`src/rtl/bezf_pkg.sv`:
```
package bezf_pkg;

	localparam int FRAME_SAMPLES = 30;

	localparam int SAMPLE_W = 16;
	localparam int MAG_W    = SAMPLE_W + 1;
	localparam int SUM_W    = 21;
	localparam int CNT_W    = 6;
	localparam int SCALE_W  = 12;
	localparam int WGT_W    = 9;
	localparam int NF_W     = 15;
	localparam int SENS_W   = 16;
	localparam int EXTRA_W  = 16;
	localparam int TGT_W    = EXTRA_W + 1;

	localparam int RECIP_SH = 26;
	localparam int RECIP_W  = RECIP_SH + 1;
	localparam logic [RECIP_W-1:0] RECIP = RECIP_W'((64'd1 << RECIP_SH) / FRAME_SAMPLES);

	localparam int PROD_W   = SUM_W + RECIP_W;
	localparam int SPROD_W  = SUM_W + SENS_W;
	localparam int MIX_W    = SCALE_W + WGT_W;

	localparam logic [SCALE_W-1:0] ONE_Q8   = SCALE_W'(256);
	localparam logic [WGT_W-1:0]   WGT_ONE  = WGT_W'(256);
	localparam logic [EXTRA_W-1:0] EXTRA_MAX = '1;

	localparam logic [CNT_W-1:0] FRAME_CNT = CNT_W'(FRAME_SAMPLES);
	localparam logic [SUM_W-1:0] FRAME_DIV = SUM_W'(FRAME_SAMPLES);

	localparam int ADDR_W = 5;
	localparam int IDX_W  = 3;
	localparam logic [IDX_W-1:0] REG_NOISE_FLOOR   = 3'd0;
	localparam logic [IDX_W-1:0] REG_SENSITIVITY   = 3'd1;
	localparam logic [IDX_W-1:0] REG_MAX_SCALE     = 3'd2;
	localparam logic [IDX_W-1:0] REG_ATTACK_WEIGHT = 3'd3;
	localparam logic [IDX_W-1:0] REG_DECAY_WEIGHT  = 3'd4;

	typedef struct packed {
		logic [NF_W-1:0]    noise_floor;
		logic [SENS_W-1:0]  sensitivity;
		logic [SCALE_W-1:0] max_scale;
		logic [WGT_W-1:0]   attack_weight;
		logic [WGT_W-1:0]   decay_weight;
	} cfg_t;

	typedef struct packed {
		logic             valid;
		logic [SUM_W-1:0] sum;
	} push_t;

	typedef struct packed {
		logic             valid;
		logic [SUM_W-1:0] sum;
	} head_t;

	typedef enum logic [2:0] {
		B_IDLE,
		B_DIV,
		B_MEAN,
		B_CLEAN,
		B_TARGET,
		B_MIX,
		B_SUM
	} back_state_t;

endpackage

```
`src/rtl/bezf_front.sv`:
```
module bezf_front (
	input  logic                         clk,
	input  logic                         arst_n,
	input  logic                         s_tvalid,
	output logic                         s_tready,
	input  logic [bezf_pkg::SAMPLE_W-1:0] s_tdata,
	input  logic                         s_tlast,
	input  logic                         q_full,
	output bezf_pkg::push_t              push
);

	logic [bezf_pkg::SUM_W-1:0] sum_q;
	logic [bezf_pkg::CNT_W-1:0] cnt_q;
	logic [bezf_pkg::MAG_W-1:0] mag;
	logic [bezf_pkg::SUM_W-1:0] sum_next;
	logic                       take;
	logic                       counted;

	assign s_tready = !q_full;
	assign take     = s_tvalid && s_tready;
	assign counted  = cnt_q < bezf_pkg::FRAME_CNT;

	// two's complement magnitude; most negative sample gives 32768
	assign mag = s_tdata[bezf_pkg::SAMPLE_W-1]
		? bezf_pkg::MAG_W'(0) - {1'b1, s_tdata}
		: {1'b0, s_tdata};

	assign sum_next = counted ? sum_q + bezf_pkg::SUM_W'(mag) : sum_q;

	assign push.valid = take && s_tlast;
	assign push.sum   = sum_next;

	always_ff @(posedge clk or negedge arst_n) begin
		if (!arst_n) begin
			sum_q <= '0;
			cnt_q <= '0;
		end else if (take) begin
			if (s_tlast) begin
				sum_q <= '0;
				cnt_q <= '0;
			end else if (counted) begin
				sum_q <= sum_next;
				cnt_q <= cnt_q + bezf_pkg::CNT_W'(1);
			end
		end
	end

endmodule

```
`src/rtl/bezf_queue.sv`:
```
module bezf_queue (
	input  logic            clk,
	input  logic            arst_n,
	input  bezf_pkg::push_t push,
	input  logic            pop,
	output bezf_pkg::head_t head,
	output logic            full
);

	logic [bezf_pkg::SUM_W-1:0] mem_q [2];
	logic                       wptr_q;
	logic                       rptr_q;
	logic [1:0]                 cnt_q;
	logic                       do_push;
	logic                       do_pop;

	assign full       = cnt_q == 2'd2;
	assign head.valid = cnt_q != 2'd0;
	assign head.sum   = mem_q[rptr_q];
	assign do_push    = push.valid && !full;
	assign do_pop     = pop && head.valid;

	always_ff @(posedge clk) begin
		if (do_push) begin
			mem_q[wptr_q] <= push.sum;
		end
	end

	always_ff @(posedge clk or negedge arst_n) begin
		if (!arst_n) begin
			wptr_q <= 1'b0;
			rptr_q <= 1'b0;
			cnt_q  <= 2'd0;
		end else begin
			if (do_push) wptr_q <= !wptr_q;
			if (do_pop) rptr_q <= !rptr_q;
			if (do_push && !do_pop) begin
				cnt_q <= cnt_q + 2'd1;
			end else if (do_pop && !do_push) begin
				cnt_q <= cnt_q - 2'd1;
			end
		end
	end

	a_cnt_bound: assert property (@(posedge clk) disable iff (!arst_n)
		cnt_q != 2'd3)
		else $error("queue count out of range");

	a_no_drop: assert property (@(posedge clk) disable iff (!arst_n)
		push.valid |-> !full)
		else $error("frame sum pushed into full queue");

endmodule

```
`src/rtl/bezf_back.sv`:
```
module bezf_back (
	input  logic                          clk,
	input  logic                          arst_n,
	input  bezf_pkg::cfg_t                cfg,
	input  bezf_pkg::head_t               head,
	output logic                          pop,
	output logic                          m_tvalid,
	input  logic                          m_tready,
	output logic [bezf_pkg::SCALE_W-1:0]  zoom
);

	bezf_pkg::back_state_t state_q, state_d;

	logic [bezf_pkg::SUM_W-1:0]   sum_q;
	logic [bezf_pkg::PROD_W-1:0]  prod_q;
	logic [bezf_pkg::SUM_W-1:0]   mean_q;
	logic [bezf_pkg::SPROD_W-1:0] sprod_q;
	logic [bezf_pkg::SCALE_W-1:0] target_q;
	logic [bezf_pkg::WGT_W-1:0]   wgt_q;
	logic [bezf_pkg::MIX_W-1:0]   mix_a_q;
	logic [bezf_pkg::MIX_W-1:0]   mix_b_q;
	logic [bezf_pkg::SCALE_W-1:0] scale_q;
	logic                         ovalid_q;
	logic [bezf_pkg::SCALE_W-1:0] zoom_q;

	logic [bezf_pkg::SUM_W-1:0]   quot0;
	logic [bezf_pkg::SUM_W-1:0]   rem0;
	logic [bezf_pkg::SUM_W-1:0]   mean_d;
	logic [bezf_pkg::SUM_W-1:0]   clean;
	logic [bezf_pkg::SPROD_W-1:0] extra_full;
	logic [bezf_pkg::EXTRA_W-1:0] extra;
	logic [bezf_pkg::TGT_W-1:0]   tgt_raw;
	logic [bezf_pkg::TGT_W-1:0]   tgt_hi;
	logic [bezf_pkg::SCALE_W-1:0] target_d;
	logic [bezf_pkg::WGT_W-1:0]   wgt_raw;
	logic [bezf_pkg::WGT_W-1:0]   wgt_d;
	logic [bezf_pkg::MIX_W-1:0]   mix_sum;
	logic                         out_free;

	assign out_free = !ovalid_q || m_tready;
	assign m_tvalid = ovalid_q;
	assign zoom     = zoom_q;

	// divide by frame length: reciprocal estimate, then one correction step
	assign quot0  = prod_q[bezf_pkg::RECIP_SH +: bezf_pkg::SUM_W];
	assign rem0   = sum_q - bezf_pkg::SUM_W'(quot0 * bezf_pkg::FRAME_DIV);
	assign mean_d = (rem0 >= bezf_pkg::FRAME_DIV) ? quot0 + bezf_pkg::SUM_W'(1) : quot0;

	assign clean = (mean_q > bezf_pkg::SUM_W'(cfg.noise_floor))
		? mean_q - bezf_pkg::SUM_W'(cfg.noise_floor) : '0;

	assign extra_full = sprod_q >> 12;
	assign extra = (extra_full > bezf_pkg::SPROD_W'(bezf_pkg::EXTRA_MAX))
		? bezf_pkg::EXTRA_MAX : extra_full[bezf_pkg::EXTRA_W-1:0];
	assign tgt_raw = bezf_pkg::TGT_W'(bezf_pkg::ONE_Q8) + bezf_pkg::TGT_W'(extra);
	assign tgt_hi  = (tgt_raw > bezf_pkg::TGT_W'(cfg.max_scale))
		? bezf_pkg::TGT_W'(cfg.max_scale) : tgt_raw;
	// lower clamp last: max_scale below one still yields one
	assign target_d = (tgt_hi < bezf_pkg::TGT_W'(bezf_pkg::ONE_Q8))
		? bezf_pkg::ONE_Q8 : tgt_hi[bezf_pkg::SCALE_W-1:0];

	assign wgt_raw = (target_d > scale_q) ? cfg.attack_weight : cfg.decay_weight;
	assign wgt_d   = (wgt_raw > bezf_pkg::WGT_ONE) ? bezf_pkg::WGT_ONE : wgt_raw;

	assign mix_sum = mix_a_q + mix_b_q;

	always_ff @(posedge clk or negedge arst_n) begin
		if (!arst_n) begin
			state_q <= bezf_pkg::B_IDLE;
		end else begin
			state_q <= state_d;
		end
	end

	always_comb begin
		state_d = state_q;
		pop     = 1'b0;
		unique case (state_q)
			bezf_pkg::B_IDLE: begin
				if (head.valid) begin
					pop     = 1'b1;
					state_d = bezf_pkg::B_DIV;
				end
			end
			bezf_pkg::B_DIV:    state_d = bezf_pkg::B_MEAN;
			bezf_pkg::B_MEAN:   state_d = bezf_pkg::B_CLEAN;
			bezf_pkg::B_CLEAN:  state_d = bezf_pkg::B_TARGET;
			bezf_pkg::B_TARGET: state_d = bezf_pkg::B_MIX;
			bezf_pkg::B_MIX:    state_d = bezf_pkg::B_SUM;
			bezf_pkg::B_SUM: begin
				if (out_free) state_d = bezf_pkg::B_IDLE;
			end
			default: state_d = bezf_pkg::B_IDLE;
		endcase
	end

	always_ff @(posedge clk) begin
		case (state_q)
			bezf_pkg::B_IDLE:   sum_q    <= head.sum;
			bezf_pkg::B_DIV:    prod_q   <= bezf_pkg::PROD_W'(sum_q) *
				bezf_pkg::PROD_W'(bezf_pkg::RECIP);
			bezf_pkg::B_MEAN:   mean_q   <= mean_d;
			bezf_pkg::B_CLEAN:  sprod_q  <= bezf_pkg::SPROD_W'(clean) *
				bezf_pkg::SPROD_W'(cfg.sensitivity);
			bezf_pkg::B_TARGET: begin
				target_q <= target_d;
				wgt_q    <= wgt_d;
			end
			bezf_pkg::B_MIX: begin
				mix_a_q <= bezf_pkg::MIX_W'(scale_q) *
					bezf_pkg::MIX_W'(bezf_pkg::WGT_ONE - wgt_q);
				mix_b_q <= bezf_pkg::MIX_W'(target_q) * bezf_pkg::MIX_W'(wgt_q);
			end
			default: ;
		endcase
		if (state_q == bezf_pkg::B_SUM && out_free) begin
			zoom_q <= mix_sum[8 +: bezf_pkg::SCALE_W];
		end
	end

	always_ff @(posedge clk or negedge arst_n) begin
		if (!arst_n) begin
			scale_q  <= bezf_pkg::ONE_Q8;
			ovalid_q <= 1'b0;
		end else begin
			if (state_q == bezf_pkg::B_SUM && out_free) begin
				scale_q  <= mix_sum[8 +: bezf_pkg::SCALE_W];
				ovalid_q <= 1'b1;
			end else if (m_tready) begin
				ovalid_q <= 1'b0;
			end
		end
	end

	a_pop_idle: assert property (@(posedge clk) disable iff (!arst_n)
		pop |-> state_q == bezf_pkg::B_IDLE)
		else $error("queue popped while busy");

	a_mean_exact: assert property (@(posedge clk) disable iff (!arst_n)
		state_q == bezf_pkg::B_MEAN |-> rem0 < (bezf_pkg::FRAME_DIV + bezf_pkg::FRAME_DIV))
		else $error("reciprocal estimate off by more than one");

	a_scale_min: assert property (@(posedge clk) disable iff (!arst_n)
		m_tvalid |-> zoom >= bezf_pkg::ONE_Q8)
		else $error("zoom below unity");

endmodule

```
`src/rtl/bass_envelope_zoom_follower.sv`:
```
// Throughput: one sample beat per cycle unless the queue is full; two frame sums queue;
// the arithmetic unit takes one sum at a time through divide, scale, clamp and mix.
// Reset (arst_n low): registers to defaults, sum and count to zero, scale to 1.0,
// no beat pending.
module bass_envelope_zoom_follower (
	input  logic                          clk,
	input  logic                          arst_n,
	input  logic                          s_tvalid,
	output logic                          s_tready,
	input  logic [15:0]                   s_tdata,   // [15:0] sample
	input  logic                          s_tlast,
	output logic                          m_tvalid,
	input  logic                          m_tready,
	output logic [15:0]                   m_tdata,   // [11:0] zoom, [15:12] zero
	input  logic                          psel,
	input  logic                          penable,
	input  logic                          pwrite,
	input  logic [bezf_pkg::ADDR_W-1:0]   paddr,
	input  logic [31:0]                   pwdata,
	output logic [31:0]                   prdata,
	output logic                          pready
);

	bezf_pkg::cfg_t  cfg_q;
	bezf_pkg::push_t push;
	bezf_pkg::head_t head;
	logic            q_full;
	logic            pop;
	logic [bezf_pkg::SCALE_W-1:0] zoom;
	logic [bezf_pkg::IDX_W-1:0]   idx;
	logic            wr;

	assign pready = 1'b1;
	assign idx    = paddr[bezf_pkg::ADDR_W-1:2];
	assign wr     = psel && penable && pwrite && pready;

	always_ff @(posedge clk or negedge arst_n) begin
		if (!arst_n) begin
			cfg_q.noise_floor   <= 15'd160;
			cfg_q.sensitivity   <= 16'd983;
			cfg_q.max_scale     <= 12'd640;
			cfg_q.attack_weight <= 9'd205;
			cfg_q.decay_weight  <= 9'd38;
		end else if (wr) begin
			unique case (idx)
				bezf_pkg::REG_NOISE_FLOOR:   cfg_q.noise_floor   <= pwdata[14:0];
				bezf_pkg::REG_SENSITIVITY:   cfg_q.sensitivity   <= pwdata[15:0];
				bezf_pkg::REG_MAX_SCALE:     cfg_q.max_scale     <= pwdata[11:0];
				bezf_pkg::REG_ATTACK_WEIGHT: cfg_q.attack_weight <= pwdata[8:0];
				bezf_pkg::REG_DECAY_WEIGHT:  cfg_q.decay_weight  <= pwdata[8:0];
				default: ;
			endcase
		end
	end

	always_comb begin
		unique case (idx)
			bezf_pkg::REG_NOISE_FLOOR:   prdata = 32'(cfg_q.noise_floor);
			bezf_pkg::REG_SENSITIVITY:   prdata = 32'(cfg_q.sensitivity);
			bezf_pkg::REG_MAX_SCALE:     prdata = 32'(cfg_q.max_scale);
			bezf_pkg::REG_ATTACK_WEIGHT: prdata = 32'(cfg_q.attack_weight);
			bezf_pkg::REG_DECAY_WEIGHT:  prdata = 32'(cfg_q.decay_weight);
			default:                     prdata = '0;
		endcase
	end

	bezf_front u_front (
		.clk      (clk),
		.arst_n   (arst_n),
		.s_tvalid (s_tvalid),
		.s_tready (s_tready),
		.s_tdata  (s_tdata),
		.s_tlast  (s_tlast),
		.q_full   (q_full),
		.push     (push)
	);

	bezf_queue u_queue (
		.clk    (clk),
		.arst_n (arst_n),
		.push   (push),
		.pop    (pop),
		.head   (head),
		.full   (q_full)
	);

	bezf_back u_back (
		.clk      (clk),
		.arst_n   (arst_n),
		.cfg      (cfg_q),
		.head     (head),
		.pop      (pop),
		.m_tvalid (m_tvalid),
		.m_tready (m_tready),
		.zoom     (zoom)
	);

	assign m_tdata = {4'd0, zoom};

endmodule
```
`config.mk`:
```
export PLATFORM = sky130hd
export DESIGN_NAME = bass_envelope_zoom_follower
export DESIGN_NICKNAME = d
export VERILOG_FILES = /design/src/rtl/bezf_pkg.sv /design/src/rtl/bezf_front.sv /design/src/rtl/bezf_queue.sv /design/src/rtl/bezf_back.sv /design/src/rtl/bass_envelope_zoom_follower.sv
export SDC_FILE = /design/constraint.sdc
export NUM_CORES = 2
export LEC_CHECK = 0
export ABC_CLOCK_PERIOD_IN_PS = 16800
export BUFFER_PORTS_ARGS = -buffer_cell sky130_fd_sc_hd__buf_2
export CORE_UTILIZATION = 45
export CTS_BUF_LIST = sky130_fd_sc_hd__clkbuf_4 sky130_fd_sc_hd__clkbuf_8
export DETAILED_ROUTE_END_ITERATION = 8
export PLACE_DENSITY_LB_ADDON = 0.2
export SYNTH_ARGS = -nofsm -noshare
export SYNTH_HDL_FRONTEND = slang
export SYNTH_SLANG_ARGS = --single-unit
```
`constraint.sdc`:
```
create_clock -name clk -period 16.8 [get_ports clk]
set_input_delay 0.84 -clock clk [delete_from_list [all_inputs] [get_ports clk]]
set_output_delay 0.84 -clock clk [all_outputs]
set_load 0.02 [all_outputs]
```
== Word level (Yosys, flattened, before mapping) ==
Memory sizes are Yosys's and may differ from the RTL's. A register that Yosys moved wholly into a read port is not among the register bits.
Cells that the tools add are included.

* Flip-flop bits (word level): 278
* Memory bits (writable): 42
* Input bits: 61
* Output and inout bits: 51
* Logic and storage cells: 113
* Memories: 1

{| class="wikitable"
|+ Memory list
! memory !! depth !! width !! rd ports !! clocked after Yosys merged registers in !! wr ports !! RTL line !! text
|-
| u_queue.mem_q || 2 || 21 || 1 || 1 || 1 || bezf_queue.sv:10 || <nowiki>logic [bezf_pkg::SUM_W-1:0] mem_q [2];</nowiki>
|}

* Add/sub/neg operators: 11
* Multiply operators: 5
* Magnitude comparators: 8
* Equal/unequal tests: 13
* Multiplexer cells: 24
* Reductions and logical operators: 29

{| class="wikitable"
|+ Operator list
! kind !! count
|-
| 2-to-1 mux 21 bit || 4
|-
| case mux 16 bit (5 select lines) || 1
|-
| 2-to-1 mux 17 bit || 3
|-
| multiplier 21 x 21 -> 42 bit, second input constant || 1
|-
| multiplier 21 x 16 -> 37 bit || 1
|-
| greater-than comparator 25 x 16 -> 1 bit, second input constant || 1
|-
| adder 21 x 17 -> 21 bit || 1
|-
| greater-or-equal comparator 21 x 5 -> 1 bit, second input constant || 1
|-
| multiplier 12 x 21 -> 20 bit || 1
|-
| case mux 3 bit (7 select lines) || 1
|-
| subtractor 21 bit || 1
|-
| adder 20 bit || 1
|-
| multiplier 12 x 9 -> 20 bit || 1
|-
| multiplier 17 x 4 -> 20 bit, second input constant || 1
|-
| subtractor 18 x 15 -> 19 bit || 1
|-
| adder 17 x 1 -> 18 bit, second input constant || 1
|-
| greater-than comparator 18 x 15 -> 1 bit || 1
|-
| adder 9 x 16 -> 17 bit, first input constant || 1
|-
| greater-than comparator 17 x 12 -> 1 bit || 1
|-
| less-than comparator 17 x 9 -> 1 bit, second input constant || 1
|-
| subtractor 1 x 17 -> 17 bit, first input constant || 1
|-
| 2-to-1 mux 16 bit || 1
|-
| AND reduction 2 bit || 7
|-
| equality test 3 x 2 -> 1 bit, second input constant || 4
|-
| other kinds (23) || 52
|}

== Depth between registers and ports, before layout ==
* Depth after elaboration: 10
* Mapped depth: 37
* Gate-level depth less buffers: 37

== Cells and area by module ==
From an unflattened synthesis, not the netlist that was laid out.

* Cell total of the unflattened synthesis: 4005
* Area, all modules: 39699.3 sq um

{| class="wikitable"
|+ Modules (own cells, without submodules)
! module !! instances !! cells an instance !! area an instance (sq um) !! seq. area each (sq um)
|-
| bezf_back || 1 || 3361 || 32224.7 || 5026.1
|-
| bass_envelope_zoom_follower || 1 || 227 || 2991.6 || 1551.5
|-
| bezf_front || 1 || 333 || 2683.8 || 675.6
|-
| bezf_queue || 1 || 84 || 1799.2 || 1361.3
|}

== Worst setup path after synthesis ==
No wires, ideal clock.

* Path type: reg-to-reg
* Start point: register u_back.mean_q[0] in the netlist's numbering
* End point: register u_back.sprod_q[34] in the netlist's numbering (data pin)
* Setup time: 265 ps
* Arrival time: 8390 ps
* Data required time: 16535 ps
* Slack: 8145 ps
* Cell stages (with the launch flop): 37
* Buffers on the path: 1
* Clock period less this slack: 8655 ps
* Cell sequence: edfxtp_1 > inv_1 > ha_1 > inv_1 > fa_1 > a21o_1 > a21oi_1 > o21bai_1 > a21oi_1 > o21bai_1 > a221oi_1 > a21oi_1 > a211oi_1 > clkbuf_1 > nand2_1 > fa_1 > inv_1 > fa_1 > inv_1 > fa_1 > inv_1 > fa_1 > fa_1 > inv_1 > fa_1 > inv_1 > ha_1 > a21o_1 > a21o_1 > a21oi_1 > o21ai_0 > or3_1 > a211oi_1 > o311ai_0 > nand3_1 > o21ai_0 > xor2_1

* Word-level cells in the longest chain between the ends: 3
* Elaborated cells between the ends (all ways): 4
* Classes of those cells: add/sub: 1; mul: 1; order compare: 1; mux: 1

{| class="wikitable"
|+ RTL lines
! item !! RTL line !! text
|-
| start: declaration || bezf_back.sv:16 || <nowiki>logic [bezf_pkg::SUM_W-1:0] mean_q;</nowiki>
|-
| start signal: assignment || bezf_back.sv:102 || <nowiki>bezf_pkg::B_MEAN: mean_q <= mean_d;</nowiki>
|-
| subtractor 18 x 15 -> 19 bit / greater-than comparator 18 x 15 -> 1 bit (equally long branches) || bezf_back.sv:50, bezf_back.sv:49 ||
|-
| 2-to-1 mux 21 bit * || bezf_back.sv:50 || <nowiki>? mean_q - bezf_pkg::SUM_W'(cfg.noise_floor) : '0;</nowiki>
|-
| multiplier 21 x 16 -> 37 bit * || bezf_back.sv:103 || <nowiki>bezf_pkg::B_CLEAN: sprod_q <= bezf_pkg::SPROD_W'(clean) *</nowiki>
|-
| end signal: assignment || bezf_back.sv:103 ||
|-
| end: declaration || bezf_back.sv:17 || <nowiki>logic [bezf_pkg::SPROD_W-1:0] sprod_q;</nowiki>
|}

Mark *: on every way between the ends. The rest lies on a longest branch, timed or not.
A chain may end at the register's enable or synchronous reset.

== Worst setup path in the final report ==
* Start point: register cfg_q[53] in the netlist's numbering
* End point: register u_back.sprod_q[36] in the netlist's numbering (data pin)

* Word-level cells in the longest chain between the ends: 3
* Elaborated cells between the ends (all ways): 4
* Classes of those cells: add/sub: 1; mul: 1; order compare: 1; mux: 1

{| class="wikitable"
|+ RTL lines
! item !! RTL line !! text
|-
| start: declaration || bass_envelope_zoom_follower.sv:24 || <nowiki>bezf_pkg::cfg_t cfg_q;</nowiki>
|-
| subtractor 18 x 15 -> 19 bit / greater-than comparator 18 x 15 -> 1 bit (equally long branches) || bezf_back.sv:50, bezf_back.sv:49 ||
|-
| 2-to-1 mux 21 bit * || bezf_back.sv:50 ||
|-
| multiplier 21 x 16 -> 37 bit * || bezf_back.sv:103 ||
|}

Marks and branches as above.

==> flow_summary.yaml <==
clocking:
  cts_max_level: 2
  holdBufCountCts: 0
  clk_latency_ns: 0.69
  cts.sinks: 304
  cts_setup_buffers: 0
  ctsResizeCount: 0
  clock_path_buffers: 3
  path_clk_slew_ns: 0.06
  root_buffer: "clkbuf_8"
  cts_buffers: 56
  cts_tree: "done"
grt:
  antenna_found_initial: 2
  grt_usage_pct: 21.6
  grt-ovfl-total: 0
  grt_pass1_wl_um: 154000
  grt_pass1_vias: 29000
  grt_max_degree: 70
route:
  route.vias.total: 27700
  dr.first_iter.drc_count: 1565
  routed_wl_um: 92000
  drt_pass1_iterations: 5
  wire_per_inst_um: 17.3
  post-route-drc-count: 0
  via_per_inst: 5.21
  ant_nets: 0
critical_path:
  path_class: "reg2reg"
  slowest_delay_ns: 0.88
  end_kind: "flip-flop"
  cp_common_cell: "fa_1"
  worst_path_max_delay_cell: "nor2b_1"
  cp-start-kind: "flip-flop"
  path_max_fanout: 16
  required_ns: 17.17
  cp.arrival_ns: 10.05
layout:
  nNetsFinal: 5155
  drive_above_1_share_pct: 8.31
  area_delta_synth_final_pct: 6.85
flow_run:
  maxCapViolCount: 0
yosys:
  ys_seq_area_share_pct: 21.7
  yosysWarningCount: 0
  synth_area_leader_cell: "fa_1"
  synth_edf_count: 196
  synth_cell_types: 79
  synth_area_leaders: "fa_1 26%, edfxtp_1 15%, ha_1 15%, inv_1 6.8%, dfrtp_1 5.5%"
  ys_async_sr_fraction_pct: 35.5
  ys.flop_type: "edfxtp_1"
  syn_avg_cell_area_sq_um: 9.74
  synth_seq_cells: 304
  syn_area_sq_um: 39700
  synth_cells: 4073
  synth_top_cell_area_share_pct: 26.4
floorplan:
  num_io_pins: 112
  rows: 108
  die_area_sq_um: 89400
  die_w_um: 299
  start_util_pct: 45.6
  core-area_sq_um: 87000
  die_h_um: 299
placed_design:
  hpwlAfterDp_um: 72300
  place_congestion: 0.895
  io_buffers: 72
sta:
  slew-limit-headroom_pct: 18.7
  worst_hold_slack_ns: 0.198
  skew_ns: 0.0605
  tightest_slew_ns: 1.21
  fin_crit_sh_pct: 57.6
  tns_ns: 0
  period_needed_ns: 9.67
  finalSetupViolCount: 0
  rsz0062_at_grt: "no"
  slew_violations: 0
  hold_viol: 0
  clock.fmax_mhz: 103
run_status:
  status: "complete, no violations"
min_path:
  hp-class: "in2async"
[per-stage QoR]
step / cell area (sq um) / setup slack, ns / instances / util, %
6_report: 42400 / 7.13 / 5308 / 48.7
3_3_place_gp: 41200 / 7.24 / 5200 / 47.4
2_1_floorplan: 39800 / 8.14 / 4093 / -
3_5_place_dp: 41200 / 7.24 / 5200 / 47.4
4_1_cts: 42400 / 7.16 / 5306 / 48.7
5_1_grt: 42400 / 6.55 / 5308 / 48.7
[cell families after synthesis]
family          Yosys count  synth area share, %
compound gates          543                 9.10
buf+inv                 879                 8.52
other cells               2               0.0189
simple gates           1095                 13.3
fa+ha+maj               991                 41.1
flops                   304                 21.7
mux                      81                 2.25
xor+xnor                178                 3.95
[cells in the mapped netlist (87+ instances only)]
master      n
nor2_1    155
o21ai_0   141
a21oi_1   110
xnor2_1   110
nand2_1   448
fa_1      523
inv_1     724
clkbuf_1  121
and2_1    216
edfxtp_1  196
dfrtp_1    87
ha_1      468
[routing by layer]
layer	part of all wire, %	routed length (um)	global-route usage (%)	up-vias
li1	-	-	-	13300
met1	47	43100	30.3	13800
met2	47	43100	35.9	517
met3	4.3	3980	2.47	115
met4	2.0	1870	4.85	0
met5	0	0	0	-
[final timing paths]
path | start | to | slack, ns | depth (start not counted)
min | arst_n | u_back.state_q[0] | 0.20 | 1
min in group clk | pwdata[14] | cfg_q[60] | 0.39 | 3
max reg2reg | cfg_q[53] | u_back.sprod_q[36] | 7.13 | 30
min reg2reg | u_queue.wptr_q | u_queue.wptr_q | 0.51 | 1
max in group asynchronous | arst_n | cfg_q[57] | 15.17 | 2
max | cfg_q[53] | u_back.sprod_q[36] | 7.13 | 30
[sequential cells by signal (all words and copies together) (netlist names), 18 cells and up]
register,flops
cfg_q,61
u_back.mean_q,18
u_back.mix_a_q,20
u_back.mix_b_q,20
u_back.sprod_q,25
u_back.sum_q,21
u_front.sum_q,21
u_queue.mem_q,42
[critical path: cells and delay by family, from the launching register on]
family,cells,cell delay (ns)
xor+xnor,1,0.10
fa+ha+maj,8,3.46
compound gates,13,3.27
flops,1,0.53
simple gates,4,1.70
buf+inv,4,0.28
[layout by cell type (no fill, tap or decap), types with 17 or more instances in the layout]
cell,instances
buf_2,71
ha_1,468
nor3_1,44
nand2_1,448
a22o_1,17
nand2b_1,26
nor2_1,150
mux2_2,65
dfrtp_1,87
nor2b_1,33
o21a_1,22
o21ai_0,141
a211oi_1,28
and3_1,28
or2_2,18
a22oi_1,20
clkbuf_8,62
buf_4,35
inv_1,724
xnor2_1,110
and2_1,216
conb_1,22
edfxtp_1,196
dfstp_2,21
a21oi_1,110
a21o_1,58
nand4_1,28
fa_1,523
xor2_1,67
nand3_1,49
clkbuf_4,25
[area by class of cell]
type	count	area [sq um]
Fill cell	8327	44600
Clock buffer	87	1040
Antenna cell	2	5.00
Inverter	725	2720
Multi-Input combinational cell	2910	27800
Timing Repair Buffer	106	618
Sequential cell	304	8610
Tap cell	1155	1450
Clock inverter	19	143
Power is not shown: default switching activity piles up to over one toggle a cycle in this logic, so the estimate is an artifact.
